$ cat src/rtl/eps_pkg.sv
package eps_pkg;

   localparam int FRAC_BITS_DEF    = 16;
   localparam int CORDIC_STEPS_DEF = 16;
   localparam int DT_BITS          = 16;
   localparam int REG_W            = 32;

   localparam logic signed [36:0] Q30_PI      = 37'sd3373259426;
   localparam logic signed [36:0] Q30_TWO_PI  = 37'sd6746518852;
   localparam logic signed [36:0] Q30_HALF_PI = 37'sd1686629713;
   localparam logic signed [36:0] Q30_GAIN    = 37'sd652032874;

   localparam logic [2:0] CSR_GRAVITY   = 3'd0;
   localparam logic [2:0] CSR_REST_LEN  = 3'd1;
   localparam logic [2:0] CSR_STIFFNESS = 3'd2;
   localparam logic [2:0] CSR_START_ANG = 3'd3;
   localparam logic [2:0] CSR_START_STR = 3'd4;

   localparam logic signed [63:0] SAT_MAX = 64'sd2147483647;
   localparam logic signed [63:0] SAT_MIN = -64'sd2147483648;

   function automatic logic signed [31:0] atan_q30(input logic [4:0] i);
      logic signed [31:0] r;
      begin
         case (i)
            5'd0: r = 32'sd843314856;
            5'd1: r = 32'sd497837829;
            5'd2: r = 32'sd263043836;
            5'd3: r = 32'sd133525158;
            5'd4: r = 32'sd67021686;
            5'd5: r = 32'sd33543515;
            5'd6: r = 32'sd16775850;
            5'd7: r = 32'sd8388437;
            5'd8: r = 32'sd4194282;
            5'd9: r = 32'sd2097149;
            5'd10: r = 32'sd1048575;
            5'd11: r = 32'sd524287;
            5'd12: r = 32'sd262143;
            5'd13: r = 32'sd131071;
            5'd14: r = 32'sd65535;
            5'd15: r = 32'sd32767;
            5'd16: r = 32'sd16383;
            5'd17: r = 32'sd8191;
            5'd18: r = 32'sd4095;
            5'd19: r = 32'sd2047;
            5'd20: r = 32'sd1023;
            5'd21: r = 32'sd511;
            5'd22: r = 32'sd255;
            5'd23: r = 32'sd127;
            5'd24: r = 32'sd63;
            5'd25: r = 32'sd31;
            5'd26: r = 32'sd15;
            5'd27: r = 32'sd7;
            5'd28: r = 32'sd3;
            5'd29: r = 32'sd1;
            default: r = 32'sd0;
         endcase
         return r;
      end
   endfunction

endpackage

$ cat src/rtl/eps_cordic.sv
// Iterative sin/cos: range reduction, then one rotation per cycle.
module eps_cordic import eps_pkg::*; #(
   parameter int FRAC_BITS    = FRAC_BITS_DEF,
   parameter int CORDIC_STEPS = CORDIC_STEPS_DEF
) (
   input  logic               clock,
   input  logic               reset,
   input  logic               start,
   input  logic signed [31:0] theta,
   output logic               done,
   output logic signed [31:0] sin_out,
   output logic signed [31:0] cos_out
);

   localparam int STEPS = (CORDIC_STEPS < 32) ? CORDIC_STEPS : 32;
   localparam int OSH   = 30 - FRAC_BITS;
   // scaled angle needs 32 + OSH bits; the largest multiple of 2*pi one more
   localparam int ZW    = OSH + 34;
   localparam int KTOP  = OSH - 1;

   typedef enum logic [2:0] {C_IDLE, C_MOD, C_WRAP, C_FOLD, C_ROT, C_OUT} cstate_type;

   cstate_type         state_ff;
   logic signed [ZW-1:0] z_ff;
   logic signed [36:0] x_ff, y_ff;
   logic               neg_ff;
   logic [5:0]         i_ff;
   logic               done_ff;
   logic signed [31:0] sin_ff, cos_ff;

   logic signed [36:0] yshift, xshift;
   logic signed [36:0] xneg, yneg;

   // reduction modulo 2*pi: restoring subtract of 2*pi*2^k, k from KTOP down to 0
   logic [4:0]         k_ff;
   logic signed [ZW-1:0] mult;
   logic [ZW-1:0]      zabs;

   assign yshift = y_ff >>> i_ff[4:0];
   assign xshift = x_ff >>> i_ff[4:0];
   assign xneg   = -x_ff;
   assign yneg   = -y_ff;
   assign zabs   = z_ff[ZW-1] ? ZW'(-z_ff) : ZW'(z_ff);
   assign mult   = ZW'(Q30_TWO_PI) <<< k_ff;

   always_ff @(posedge clock) begin
      if (reset) begin
         state_ff <= C_IDLE;
         done_ff  <= 1'b0;
      end else begin
         done_ff <= 1'b0;
         unique case (state_ff)
            C_IDLE: begin
               if (start) begin
                  z_ff     <= ZW'(theta) <<< OSH;
                  k_ff     <= 5'(KTOP);
                  state_ff <= C_MOD;
               end
            end
            C_MOD: begin
               // truncated remainder: shrink magnitude keeping sign
               if (zabs >= $unsigned(mult)) begin
                  z_ff <= z_ff[ZW-1] ? z_ff + mult : z_ff - mult;
               end
               if (k_ff == 5'd0) state_ff <= C_WRAP;
               else k_ff <= k_ff - 5'd1;
            end
            C_WRAP: begin
               if (z_ff > ZW'(Q30_PI)) z_ff <= z_ff - ZW'(Q30_TWO_PI);
               else if (z_ff < -ZW'(Q30_PI)) z_ff <= z_ff + ZW'(Q30_TWO_PI);
               state_ff <= C_FOLD;
            end
            C_FOLD: begin
               neg_ff <= 1'b0;
               if (z_ff > ZW'(Q30_HALF_PI)) begin
                  z_ff <= z_ff - ZW'(Q30_PI);
                  neg_ff <= 1'b1;
               end else if (z_ff < -ZW'(Q30_HALF_PI)) begin
                  z_ff <= z_ff + ZW'(Q30_PI);
                  neg_ff <= 1'b1;
               end
               x_ff     <= Q30_GAIN;
               y_ff     <= '0;
               i_ff     <= '0;
               state_ff <= (STEPS == 0) ? C_OUT : C_ROT;
            end
            C_ROT: begin
               if (!z_ff[ZW-1]) begin
                  x_ff <= x_ff - yshift;
                  y_ff <= y_ff + xshift;
                  z_ff <= z_ff - ZW'(atan_q30(i_ff[4:0]));
               end else begin
                  x_ff <= x_ff + yshift;
                  y_ff <= y_ff - xshift;
                  z_ff <= z_ff + ZW'(atan_q30(i_ff[4:0]));
               end
               i_ff <= i_ff + 6'd1;
               if (i_ff == 6'(STEPS - 1)) state_ff <= C_OUT;
            end
            C_OUT: begin
               sin_ff   <= 32'((neg_ff ? yneg : y_ff) >>> OSH);
               cos_ff   <= 32'((neg_ff ? xneg : x_ff) >>> OSH);
               done_ff  <= 1'b1;
               state_ff <= C_IDLE;
            end
            default: state_ff <= C_IDLE;
         endcase
      end
   end

   assign done    = done_ff;
   assign sin_out = sin_ff;
   assign cos_out = cos_ff;

endmodule

$ cat config.mk
export PLATFORM = sky130hd
export DESIGN_NAME = eps_cordic
export DESIGN_NICKNAME = d
export VERILOG_FILES = /design/src/rtl/eps_pkg.sv /design/src/rtl/eps_cordic.sv
export SDC_FILE = /design/constraint.sdc
export NUM_CORES = 2
export LEC_CHECK = 0
export BUFFER_PORTS_ARGS = -buffer_cell sky130_fd_sc_hd__buf_2
export CAP_MARGIN = 25
export CELL_PAD_IN_SITES_DETAIL_PLACEMENT = 1
export CELL_PAD_IN_SITES_GLOBAL_PLACEMENT = 2
export CORE_MARGIN = 3
export CORE_UTILIZATION = 35
export DETAILED_ROUTE_END_ITERATION = 8
export PLACE_DENSITY_LB_ADDON = 0.1
export SLEW_MARGIN = 20
export SYNTH_ARGS = -nofsm -noshare
export SYNTH_HDL_FRONTEND = slang
export SYNTH_SLANG_ARGS = --single-unit
$ cat constraint.sdc
create_clock -name clock -period 16.5 [get_ports clock]
set_input_delay 2.475 -clock clock [delete_from_list [all_inputs] [get_ports clock]]
set_output_delay 2.475 -clock clock [all_outputs]
set_load 0.01 [all_outputs]
==> metrics <==
status completed; setup violators final 0; largest family of logic cells by synthesized area compound AO/OA/AOI/OAI gates; CTS root buf clkbuf_16; Cell variety after synth 99; Residual DRC 0; All-Layer GR Usage 27.8%; fin crit share 47.8%; Setup Buffers After CTS 0; simple-gate portion of the synthesized area 19.3%; Clock Path Buffers 3; critical path class reg2reg; DR WL/cell 26.8 um; XOR/XNOR share of the synthesized area 10.5%; Final Power 2380 uW; antenna violations before repair 1; crit path DAT 8.23 ns; Crit path largest cell delay 0.82 ns; Max-slew headroom 28.8%; Die Wd 312 um; Yosys warnings 0; full die area 97100 um^2; top_reg_cell synth edfxtp_1; final clock skew 0.0697 ns; vias in the first global route 32600; dpl cell area 34000 um^2; TritonCTS clock tree yes; via count 32500; Hold Buf Count CTS 0; num rows 111; Synth Area in Compound Gates 26.0%; starting density of the core 35.5%; Final GP Congestion 0.954; WHS 0.667 ns; crit path time final 7.89 ns; RSZ-0062 raised after global routing no; reg2reg path depth 22; synthesis-to-layout area growth 7.26%; IR drop worst, VDD 0.103 mV; post-synthesis register bit count 214; IO buf count 99; WP depth 22; Post-Syn Instances 4079; clock slew at reported path FFs 0.06 ns; Synthesized Nets 4368; global route overflow 0; top-level port count 100; fin area 35100 um^2; CP required 16.84 ns; Hold Vio Cnt, Final 0; Final HPWL DP 108 mm; net count reported at finish 4263; final WL 140 mm; Worst setup SP type flip-flop; mapped cell area 32700 um^2; Clk Latency, worst-skew pair 0.66 ns; Die H 312 um; Via density 6.21; initial drt markers 2677; worst-path cell chain buf_4, buf_4, mux2i_1, o21ai_0, a221o_1, a221oi_1, nand4bb_1, nor4_1, and3_1, and2_1, a2111oi_0, or3_1, ha_1, and3_1, a221o_1, a211o_1, a21oi_1, o21ai_0, a41oi_1, a31oi_1, xnor2_1, nor2_1; Mean Syn Cell Area 8.02 um^2; sequential share of the synthesized area 18.6%; post-route ant nets 0; CP endpoint kind flip-flop; layout cell share with drive strength beyond 1 10.4%; CP Buf/Inv Count 2; Max FO, Critical Path 67; hold path depth 2; pin count of the biggest net entering global routing 127; Crit-path slowest cell buf_4; max-slew violations 0; max-cap viol count 0; first-pass GRT wire length 212 mm; critical path's top delay family compound AO/OA/AOI/OAI gates; Core ar. 92100 um^2; number of H-tree levels 1; Pwr Density 67.7 nW/um^2; CTS Buf Count 30; CTS sink cnt 214; post-synthesis mux area share 10.7%; Worst Hold Class reg2reg; Synth async-reset ratio 0%; f_max 0.127 GHz; Leakage Power 0.0135 uW; worst slew pin tran 1.07 ns; Post-synth EDFFs 180; Post-Synth Adder-Cell Area 9.81%; Fin Setup TNS 0 ns; drt pass-1 iters 8; # resized after CTS 0
report_power, final:
group	total [uW]	switching, uW	internal (uW)
registers	652	49.0	603
logic	1020	615	401
clock network	708	292	416
total	2380	956	1420
metrics by stage:
stage	cells	setup slack, ns	utilization (%)
floorplan	4079	9.53	-
global placement	5184	8.77	36.9
detailed placement	5184	8.65	36.9
CTS	5239	8.64	38.1
global route	5240	7.97	38.1
finish	5242	8.61	38.1
worst min-delay path, stage by stage (launching register included):
cell and delay [ns]:
edfxtp_1 0.37, xor2_1 0.08, nor2_1 0.10
cells by family (layout without fill, tap and decap cells):
logic type	after synthesis	after routing
AO/OA/AOI/OAI	1291	1291
XOR/XNOR	388	388
adder cells (fa/ha/maj)	254	254
buffers and inverters	397	315
flip-flops	214	214
multiplexers	232	232
other	0	2
AND/OR/NAND/NOR	1303	1303
layout make-up:
type                    instances  area, um^2
fillers                     11100       57000
multi-input cells            3468       25000
flip-flops and latches        214        6090
well taps                    1243        1560
repair buffers                168        1020
clock buffers                  41         907
inverters                      92         347
clock inverters                14         153
diodes                          2        5.00
cells in the final DEF (no fill, tap or decap), types with 32 or more instances in the layout:
| cell | netlist | final |
|---|---|---|
| nand3_1 | 77 | 77 |
| inv_1 | 88 | 88 |
| a21oi_1 | 343 | 343 |
| a31oi_1 | 69 | 69 |
| o21ai_0 | 230 | 230 |
| buf_2 | 36 | 99 |
| a22oi_1 | 40 | 40 |
| o21bai_1 | 32 | 32 |
| and2_1 | 36 | 36 |
| and3_1 | 40 | 40 |
| nor2b_1 | 45 | 45 |
| a21o_1 | 121 | 121 |
| nand2b_1 | 37 | 37 |
| nand2_1 | 347 | 346 |
| edfxtp_1 | 180 | 180 |
| clkbuf_16 | 0 | 34 |
| mux2_2 | 42 | 42 |
| o211ai_1 | 35 | 35 |
| a211oi_1 | 67 | 67 |
| buf_4 | 27 | 67 |
| nor3_1 | 112 | 111 |
| o22ai_1 | 40 | 40 |
| o31ai_1 | 48 | 48 |
| dfxtp_1 | 34 | 33 |
| nor2_1 | 386 | 381 |
| mux2i_1 | 100 | 100 |
| nand4_1 | 46 | 46 |
| xor2_1 | 147 | 147 |
| mux4_2 | 88 | 88 |
| xnor2_1 | 239 | 239 |
| ha_1 | 250 | 250 |
cell usage after synthesis, drive strengths merged (114+ instances only):
cell type | n | area share [%]
nor2 | 386 | 4.4
nand2 | 347 | 4.0
a21oi | 343 | 5.3
ha | 250 | 9.6
xnor2 | 239 | 6.4
o21ai | 232 | 3.6
clkbuf | 191 | 2.2
edfxtp | 180 | 17
xor2 | 147 | 3.9
a21o | 121 | 2.8
buf | 114 | 1.8
nor3 | 114 | 1.8
routing by layer:
layer	part of all wire, %	vias up	global-route usage (%)	routed length, um
met5	0	-	0	0
met4	4.4	0	11.0	6220
met3	4.3	269	2.22	6090
met2	48	935	48.6	67900
met1	43	16200	35.5	60300
li1	-	15100	-	-
path summary, 6_finish.rpt:
check                         from                      to  slack, ns
max              i_ff[0]$_DFFE_PP_  x_ff[35]$_SDFFCE_PN0P_       8.61
min          i_ff[5]$_SDFFCE_PN0P_   i_ff[5]$_SDFFCE_PN0P_       0.67
max reg2reg      i_ff[0]$_DFFE_PP_  x_ff[35]$_SDFFCE_PN0P_       8.61
min reg2reg  i_ff[5]$_SDFFCE_PN0P_   i_ff[5]$_SDFFCE_PN0P_       0.67
(Power assumes the default switching activity.)
