### config.mk
export PLATFORM = sky130hd
export DESIGN_NAME = eps_divider
export DESIGN_NICKNAME = d
export VERILOG_FILES = /design/src/rtl/eps_pkg.sv /design/src/rtl/eps_divider.sv
export SDC_FILE = /design/constraint.sdc
export NUM_CORES = 1
export LEC_CHECK = 0
export ABC_CLOCK_PERIOD_IN_PS = 9700
export BUFFER_PORTS_ARGS = -buffer_cell sky130_fd_sc_hd__buf_2
export CORE_ASPECT_RATIO = 1.2
export CORE_MARGIN = 10
export CORE_UTILIZATION = 54
export CTS_CLUSTER_DIAMETER = 30
export DETAILED_ROUTE_END_ITERATION = 12
export PLACE_DENSITY_LB_ADDON = 0.08
export SLEW_MARGIN = 10
export SYNTH_ARGS = -nofsm -noshare
export SYNTH_HDL_FRONTEND = slang
export SYNTH_SLANG_ARGS = --single-unit
### constraint.sdc
create_clock -name clock -period 9.7 [get_ports clock]
set_input_delay 1.94 -clock clock [delete_from_list [all_inputs] [get_ports clock]]
set_output_delay 1.94 -clock clock [all_outputs]
set_load 0.02 [all_outputs]
### src/rtl/eps_pkg.sv
package eps_pkg;

   localparam int FRAC_BITS_DEF    = 16;
   localparam int CORDIC_STEPS_DEF = 16;
   localparam int DT_BITS          = 16;
   localparam int REG_W            = 32;

   localparam logic signed [36:0] Q30_PI      = 37'sd3373259426;
   localparam logic signed [36:0] Q30_TWO_PI  = 37'sd6746518852;
   localparam logic signed [36:0] Q30_HALF_PI = 37'sd1686629713;
   localparam logic signed [36:0] Q30_GAIN    = 37'sd652032874;

   localparam logic [2:0] CSR_GRAVITY   = 3'd0;
   localparam logic [2:0] CSR_REST_LEN  = 3'd1;
   localparam logic [2:0] CSR_STIFFNESS = 3'd2;
   localparam logic [2:0] CSR_START_ANG = 3'd3;
   localparam logic [2:0] CSR_START_STR = 3'd4;

   localparam logic signed [63:0] SAT_MAX = 64'sd2147483647;
   localparam logic signed [63:0] SAT_MIN = -64'sd2147483648;

   function automatic logic signed [31:0] atan_q30(input logic [4:0] i);
      logic signed [31:0] r;
      begin
         case (i)
            5'd0: r = 32'sd843314856;
            5'd1: r = 32'sd497837829;
            5'd2: r = 32'sd263043836;
            5'd3: r = 32'sd133525158;
            5'd4: r = 32'sd67021686;
            5'd5: r = 32'sd33543515;
            5'd6: r = 32'sd16775850;
            5'd7: r = 32'sd8388437;
            5'd8: r = 32'sd4194282;
            5'd9: r = 32'sd2097149;
            5'd10: r = 32'sd1048575;
            5'd11: r = 32'sd524287;
            5'd12: r = 32'sd262143;
            5'd13: r = 32'sd131071;
            5'd14: r = 32'sd65535;
            5'd15: r = 32'sd32767;
            5'd16: r = 32'sd16383;
            5'd17: r = 32'sd8191;
            5'd18: r = 32'sd4095;
            5'd19: r = 32'sd2047;
            5'd20: r = 32'sd1023;
            5'd21: r = 32'sd511;
            5'd22: r = 32'sd255;
            5'd23: r = 32'sd127;
            5'd24: r = 32'sd63;
            5'd25: r = 32'sd31;
            5'd26: r = 32'sd15;
            5'd27: r = 32'sd7;
            5'd28: r = 32'sd3;
            5'd29: r = 32'sd1;
            default: r = 32'sd0;
         endcase
         return r;
      end
   endfunction

endpackage

### src/rtl/eps_divider.sv
// Restoring divider, one quotient bit per cycle, truncates toward zero.
module eps_divider import eps_pkg::*; (
   input  logic               clock,
   input  logic               reset,
   input  logic               start,
   input  logic signed [63:0] numer,
   input  logic signed [33:0] denom,
   output logic               done,
   output logic signed [63:0] quot
);

   logic [63:0] q_ff;
   logic [63:0] r_ff;
   logic [63:0] d_ff;
   logic        neg_ff;
   logic [6:0]  cnt_ff;
   logic        busy_ff, done_ff;
   logic [64:0] trial;

   assign trial = {r_ff, q_ff[63]} - {1'b0, d_ff};

   always_ff @(posedge clock) begin
      if (reset) begin
         busy_ff <= 1'b0;
         done_ff <= 1'b0;
      end else begin
         done_ff <= 1'b0;
         if (start) begin
            q_ff    <= numer[63] ? 64'(-numer) : 64'(numer);
            d_ff    <= 64'(denom);
            r_ff    <= '0;
            neg_ff  <= numer[63];
            cnt_ff  <= 7'd64;
            busy_ff <= 1'b1;
         end else if (busy_ff) begin
            if (!trial[64]) begin
               r_ff <= trial[63:0];
               q_ff <= {q_ff[62:0], 1'b1};
            end else begin
               r_ff <= {r_ff[62:0], q_ff[63]};
               q_ff <= {q_ff[62:0], 1'b0};
            end
            cnt_ff <= cnt_ff - 7'd1;
            if (cnt_ff == 7'd1) begin
               busy_ff <= 1'b0;
               done_ff <= 1'b1;
            end
         end
      end
   end

   assign done = done_ff;
   assign quot = neg_ff ? -$signed(q_ff) : $signed(q_ff);

endmodule

==> results of run 1 <==
cell usage in the layout (no fill, tap or decap), types with 15 or more instances in the layout:
master,instances
nor2_1,138
o21bai_1,17
inv_1,56
nor3_1,18
nand2_1,208
edfxtp_1,170
nand4_1,24
o21ai_0,84
a21o_1,24
clkbuf_16,17
a21oi_1,191
or3_1,29
o41ai_1,19
or4_1,25
xor2_1,86
ha_1,68
nor4_1,15
xnor2_1,100
nand3_1,23
o31ai_1,35
buf_2,164
area by class of cell:
class,instances,share of cell area (%)
Timing Repair Buffer,175,6.08
Clock inverter,13,1.09
Tap cell,325,2.69
Sequential cell,172,34.0
Inverter,56,1.39
Multi-Input combinational cell,1241,51.9
Antenna cell,2,0.0331
Clock buffer,19,2.86
power breakdown:
part	total (uW)	internal, uW	switching [uW]
Sequential	974	919	55.0
Combinational	948	357	591
Clock	717	408	310
layer usage:
layer  track usage (%)  wire [um]  up-vias
li1                  -          -     5874
met1              28.4      15500     5593
met2              39.3      17700      331
met3              5.16       2260       32
met4              5.54        490        4
met5                 0         31        -
per-stage QoR:
stage          cells  hold WS [ns]
2_1_floorplan   1545         0.466
3_3_place_gp    1968         0.491
3_5_place_dp    1968         0.480
4_1_cts         2000         0.501
5_1_grt         2002         0.514
6_report        2003         0.497
worst paths after layout:
check / from / endpoint / slack [ns] / depth (start not counted)
max reg2reg: q_ff[63]$_DFFE_PP_ / r_ff[43]$_SDFFCE_PP0P_ / 4.21 / 15
min: busy_ff$_SDFF_PP0_ / done$_SDFF_PP0_ / 0.50 / 1
min reg2reg: busy_ff$_SDFF_PP0_ / done$_SDFF_PP0_ / 0.50 / 1
max: q_ff[30]$_DFFE_PP_ / quot[61] / 3.24 / 11
logic make-up (layout without fill, tap and decap cells):
family	Yosys count	count (layout)	share of synthesized area [%]
simple gates	535	535	18.6
compound gates	445	445	20.4
xor+xnor	188	188	12.2
flops	172	172	38.2
buf+inv	132	263	3.75
fa+ha+maj	69	69	6.47
mux	4	4	0.316
other cells	0	2	0
state kept, by name, summed over array words and instances, names as in the netlist:
register / flops
busy_ff: 1
cnt_ff: 7
d_ff: 34
done: 1
neg_ff: 1
q_ff: 64
r_ff: 64
critical path: cells and delay by family, from the launching register on:
| family | cells | cell delay, ns |
|---|---|---|
| AO/OA/AOI/OAI | 1 | 0.40 |
| XOR/XNOR | 1 | 0.16 |
| buffers and inverters | 1 | 0.19 |
| flip-flops | 1 | 0.45 |
| AND/OR/NAND/NOR | 8 | 2.87 |
==> results_dict.tcl, run 1 <==
set metrics [dict create \
    crit_slowest_cell "or4_1" \
    p_leak_uw 0.00588 \
    dieArea_sq_um 31700 \
    core-area_sq_um 24700 \
    rsz0062_at_grt "no" \
    synthTopCellsByArea "edfxtp_1, a21oi_1, xnor2_1" \
    vias 11800 \
    crit_arrival_ns 4.52 \
    slowest_delay_ns 0.53 \
    drv_cap 0 \
    fin_skew_ns 0.0215 \
    hold_buffers 0 \
    wirelength_um 36000 \
    final_core_util_pct 61.4 \
    yosys_most_used_dff "edfxtp_1" \
    synth_nets 1715 \
    synth-edff-count 170 \
    rows 63 \
    avgViaCountPerCell 5.91 \
    dp_hpwl_um 26500 \
    drc_errors 0 \
    grt_pass1_wl_um 59000 \
    yosysTopAreaCellShare_pct 37.9 \
    drive_above_1_share_pct 14.3 \
    startpoint_type "flip-flop" \
    die_h_um 193 \
    route.antenna.remaining_nets 0 \
    finalCritPeriodShare_pct 66.6 \
    p_total_uw 2640 \
    grt_max_degree 98 \
    clock_path_buffers 2 \
    hold_violations 0 \
    ys_types 74 \
    syn_area_sq_um 13500 \
    clkLatencyLatePin_ns 0.45 \
    design_area_sq_um 15100 \
    hp-class "flip-flop to flip-flop" \
    grt.overflow.total 0 \
    max_slew.worst_pin.slew_ns 1.06 \
    place_ws_ns 3.69 \
    fin_crit_ns 6.46 \
    synth_commonest_cells "nand2_1, a21oi_1, edfxtp_1" \
    fmax_mhz 155 \
    cp-end-kind "output pin" \
    post_cts_buffers 0 \
    area_delta_synth_final_pct 12.5 \
    h-tree-depth 4 \
    path_clk_slew_ns 0.07 \
    die_x_um 164 \
    cts.sinks 172 \
    postPlaceCellArea_sq_um 14500 \
    postCtsResizedCells 0 \
    num-fill-cells 2208 \
    tns_ns 0 \
    first_iter_violations 815 \
    outcome "completed" \
    boundaryPins 166 \
    slew_viol_final 0 \
    critical_path.max_fanout 5 \
    synth_cells 1545 \
    yosysWarnings 0 \
    wl_per_cell_um 18.0 \
    synth_largest_area_cell "edfxtp_1" \
    crit_chain "or3_4 > or4_1 > or4_1 > or3_1 > or2_2 > or4_1 > nor3_1 > nand2_1 > o41ai_1 > xnor2_1 > buf_2" \
    slew_headroom_pct 29.1 \
    clockRootBuffer "clkbuf_16" \
    setup_viol 0 \
    ys_ff_latch 172 \
    crit_type "flip-flop to output pin" \
    grt_pass1_vias 11800 \
    fin_nets 1833 \
    antenna_found_initial 4 \
    gp_congestion 0.938 \
    required_ns 7.76 \
    initial_core_util_pct 54.6 \
    seqCellArea_sq_um 5140 \
    setup_slack_ns 3.24 \
    cellPowerDensity_nw_per_um2 174 \
    cts_buffers 17 \
    cts_tree "built" \
    multi_input_area_sq_um 7850 \
    yosysMostFrequentCell "nand2_1" \
    async_reset_ff_share_pct 0 \
    vdd_drop_max_mv 0.125 \
    avgSynthCellArea_sq_um 8.71 \
    io_buffers 165 \
    first_pass_iters 5 \
    grtUsageTotal_pct 22.8 \
    ys_seq_area_share_pct 38.2 \
    cpMostUsedCell "or4_1" \
]
Power figures use the tool's default switching activity.
==> inputs of run 2 (changes only) <==
--- a/config.mk
+++ b/config.mk
@@ -5,7 +5,7 @@
 export SDC_FILE = /design/constraint.sdc
 export NUM_CORES = 1
 export LEC_CHECK = 0
-export ABC_CLOCK_PERIOD_IN_PS = 9700
+export ABC_CLOCK_PERIOD_IN_PS = 6400
 export BUFFER_PORTS_ARGS = -buffer_cell sky130_fd_sc_hd__buf_2
 export CORE_ASPECT_RATIO = 1.2
 export CORE_MARGIN = 10
==> constraint.sdc (replaced) <==
create_clock -name clock -period 6.4 [get_ports clock]
set_input_delay 1.28 -clock clock [delete_from_list [all_inputs] [get_ports clock]]
set_output_delay 1.28 -clock clock [all_outputs]
set_load 0.02 [all_outputs]
==> results_dict.tcl, run 2 (synthesis gave the netlist of run 1 again) <==
set metrics [dict create \
    outcome "completed" \
    die_h_um 193 \
    critical_path.max_fanout 5 \
    required_ns 5.12 \
    intPower_uw 2590 \
    wl_met2_um 17500 \
    core-area_sq_um 24700 \
    area_delta_synth_final_pct 12.6 \
    boundaryPins 166 \
    slowest_delay_ns 0.51 \
    fmax_mhz 172 \
    cp-end-kind "output pin" \
    startpoint_type "flip-flop" \
    crit_type "flip-flop to output pin" \
    setup_viol 0 \
    slew_viol_final 0 \
    h-tree-depth 4 \
    p_sw_uw 1440 \
    clock_path_buffers 2 \
    fin_nets 1832 \
    post_cts_buffers 0 \
    dieArea_sq_um 31700 \
    vias 11800 \
    first_pass_iters 6 \
    route.antenna.remaining_nets 0 \
    fin_skew_ns 0.0145 \
    path_buf_inv 1 \
    num-fill-cells 2227 \
    cpMostUsedCell "or4_1" \
    clkLatencyLatePin_ns 0.44 \
    power_frac_seq_pct 36.5 \
    cts_tree "built" \
    multi_input_area_sq_um 7850 \
    crit_chain "or3_4 > or4_1 > or4_1 > or3_1 > or2_2 > or4_1 > nor3_1 > nand2_1 > o41ai_1 > xnor2_1 > buf_2" \
    setup_slack_ns 0.597 \
    cellPowerDensity_nw_per_um2 266 \
    initial_core_util_pct 54.6 \
    grtUsageTotal_pct 22.6 \
    wirelength_um 35700 \
    comb_power_share_pct 35.8 \
    grt.overflow.total 0 \
    path_clk_slew_ns 0.07 \
    vdd_drop_max_mv 0.174 \
    max_slew.worst_pin.slew_ns 1.12 \
    first_iter_violations 731 \
    wl_per_cell_um 17.9 \
    cts_buffers 17 \
    hold_buffers 0 \
    crit_arrival_ns 4.52 \
    biggestRegsByFlops "q_ff (64), r_ff (64), d_ff (34)" \
    hold_violations 0 \
    rsz0062_at_grt "no" \
    cts.sinks 172 \
    die_x_um 164 \
    crit_slowest_cell "or4_1" \
    drive_above_1_share_pct 14.2 \
    grt_pass1_wl_um 58600 \
    drc_errors 0 \
    hp-class "flip-flop to flip-flop" \
    rows 63 \
    dp_hpwl_um 26500 \
    slew_headroom_pct 25.5 \
    layout_commonest_cell "nand2_1" \
    pwr-share-clk_pct 27.7 \
    final_cell_mix "nand2_1, a21oi_1, edfxtp_1, buf_2, nor2_1" \
    routed-wl-met3_um 2090 \
    p_leak_uw 0.00589 \
    design_area_sq_um 15200 \
    avgViaCountPerCell 5.91 \
    clockRootBuffer "clkbuf_16" \
    grt_pass1_vias 11700 \
    tns_ns 0 \
    crit_family "simple AND/OR/NAND/NOR gates" \
    p_sw_share_pct 35.7 \
    drv_cap 0 \
    gp_congestion 0.939 \
    maxUsedRoutingLayer "met5" \
    grt_max_degree 97 \
    postCtsResizedCells 0 \
    postPlaceCellArea_sq_um 14500 \
    seqCellArea_sq_um 5140 \
    antenna_found_initial 4 \
    finalCritPeriodShare_pct 90.7 \
    drt-met1-wl_um 15300 \
    fin_crit_ns 5.80 \
    place_ws_ns 1.07 \
    io_buffers 165 \
]
run 2: path summary, 6_finish.rpt:
kind / from / endpoint / slack, ns / cells after the start
worst max-delay path: q_ff[30]$_DFFE_PP_ / quot[61] / 0.60 / 11
worst min-delay path: busy_ff$_SDFF_PP0_ / done$_SDFF_PP0_ / 0.48 / 1
worst max register to register: q_ff[63]$_DFFE_PP_ / r_ff[0]$_SDFFCE_PP0P_ / 1.26 / 15
worst min register to register: busy_ff$_SDFF_PP0_ / done$_SDFF_PP0_ / 0.48 / 1
run 2: layout make-up:
| class | instances | share of cell area, % |
|---|---|---|
| inverter | 56 | 1.39 |
| tap | 325 | 2.68 |
| timing repair buffer | 174 | 6.10 |
| antenna | 2 | 0.0330 |
| clock inverter | 14 | 1.26 |
| clock buffer | 17 | 2.81 |
| sequential | 172 | 33.9 |
| multi-input combinational | 1241 | 51.8 |
run 2: stage by stage:
stage	utilization, %	std cells	power [uW]	hold slack, ns
6_report	61.4	2001	4030	0.485
5_1_grt	61.4	2000	4270	0.505
4_1_cts	61.4	1999	4040	0.486
3_5_place_dp	58.9	1968	2930	0.477
3_3_place_gp	58.9	1968	2910	0.474
2_1_floorplan	-	1545	2540	0.466
run 2: power by group through the flow:
stage	logic (uW)	clock network (uW)	registers (uW)
global route	1620	1170	1490
global placement	1420	0	1490
detailed placement	1430	0	1490
finish	1440	1120	1470
floorplan	1060	0	1470
CTS	1440	1130	1470
run 2: metal layers:
| metal | global-route usage, % | vias up |
|---|---|---|
| met2 | 38.4 | 314 |
| li1 | - | 5875 |
| met4 | 6.92 | 4 |
| met3 | 4.74 | 56 |
| met1 | 28.3 | 5571 |
| met5 | 0 | - |
run 2: worst register-to-register path, delay by kind of cell (launching register included):
family          cells  cell delay, ns
xor+xnor            1            0.21
fa+ha+maj           2            0.63
simple gates        2            0.32
flops               1            0.41
buf+inv             3            0.75
compound gates      7            2.59
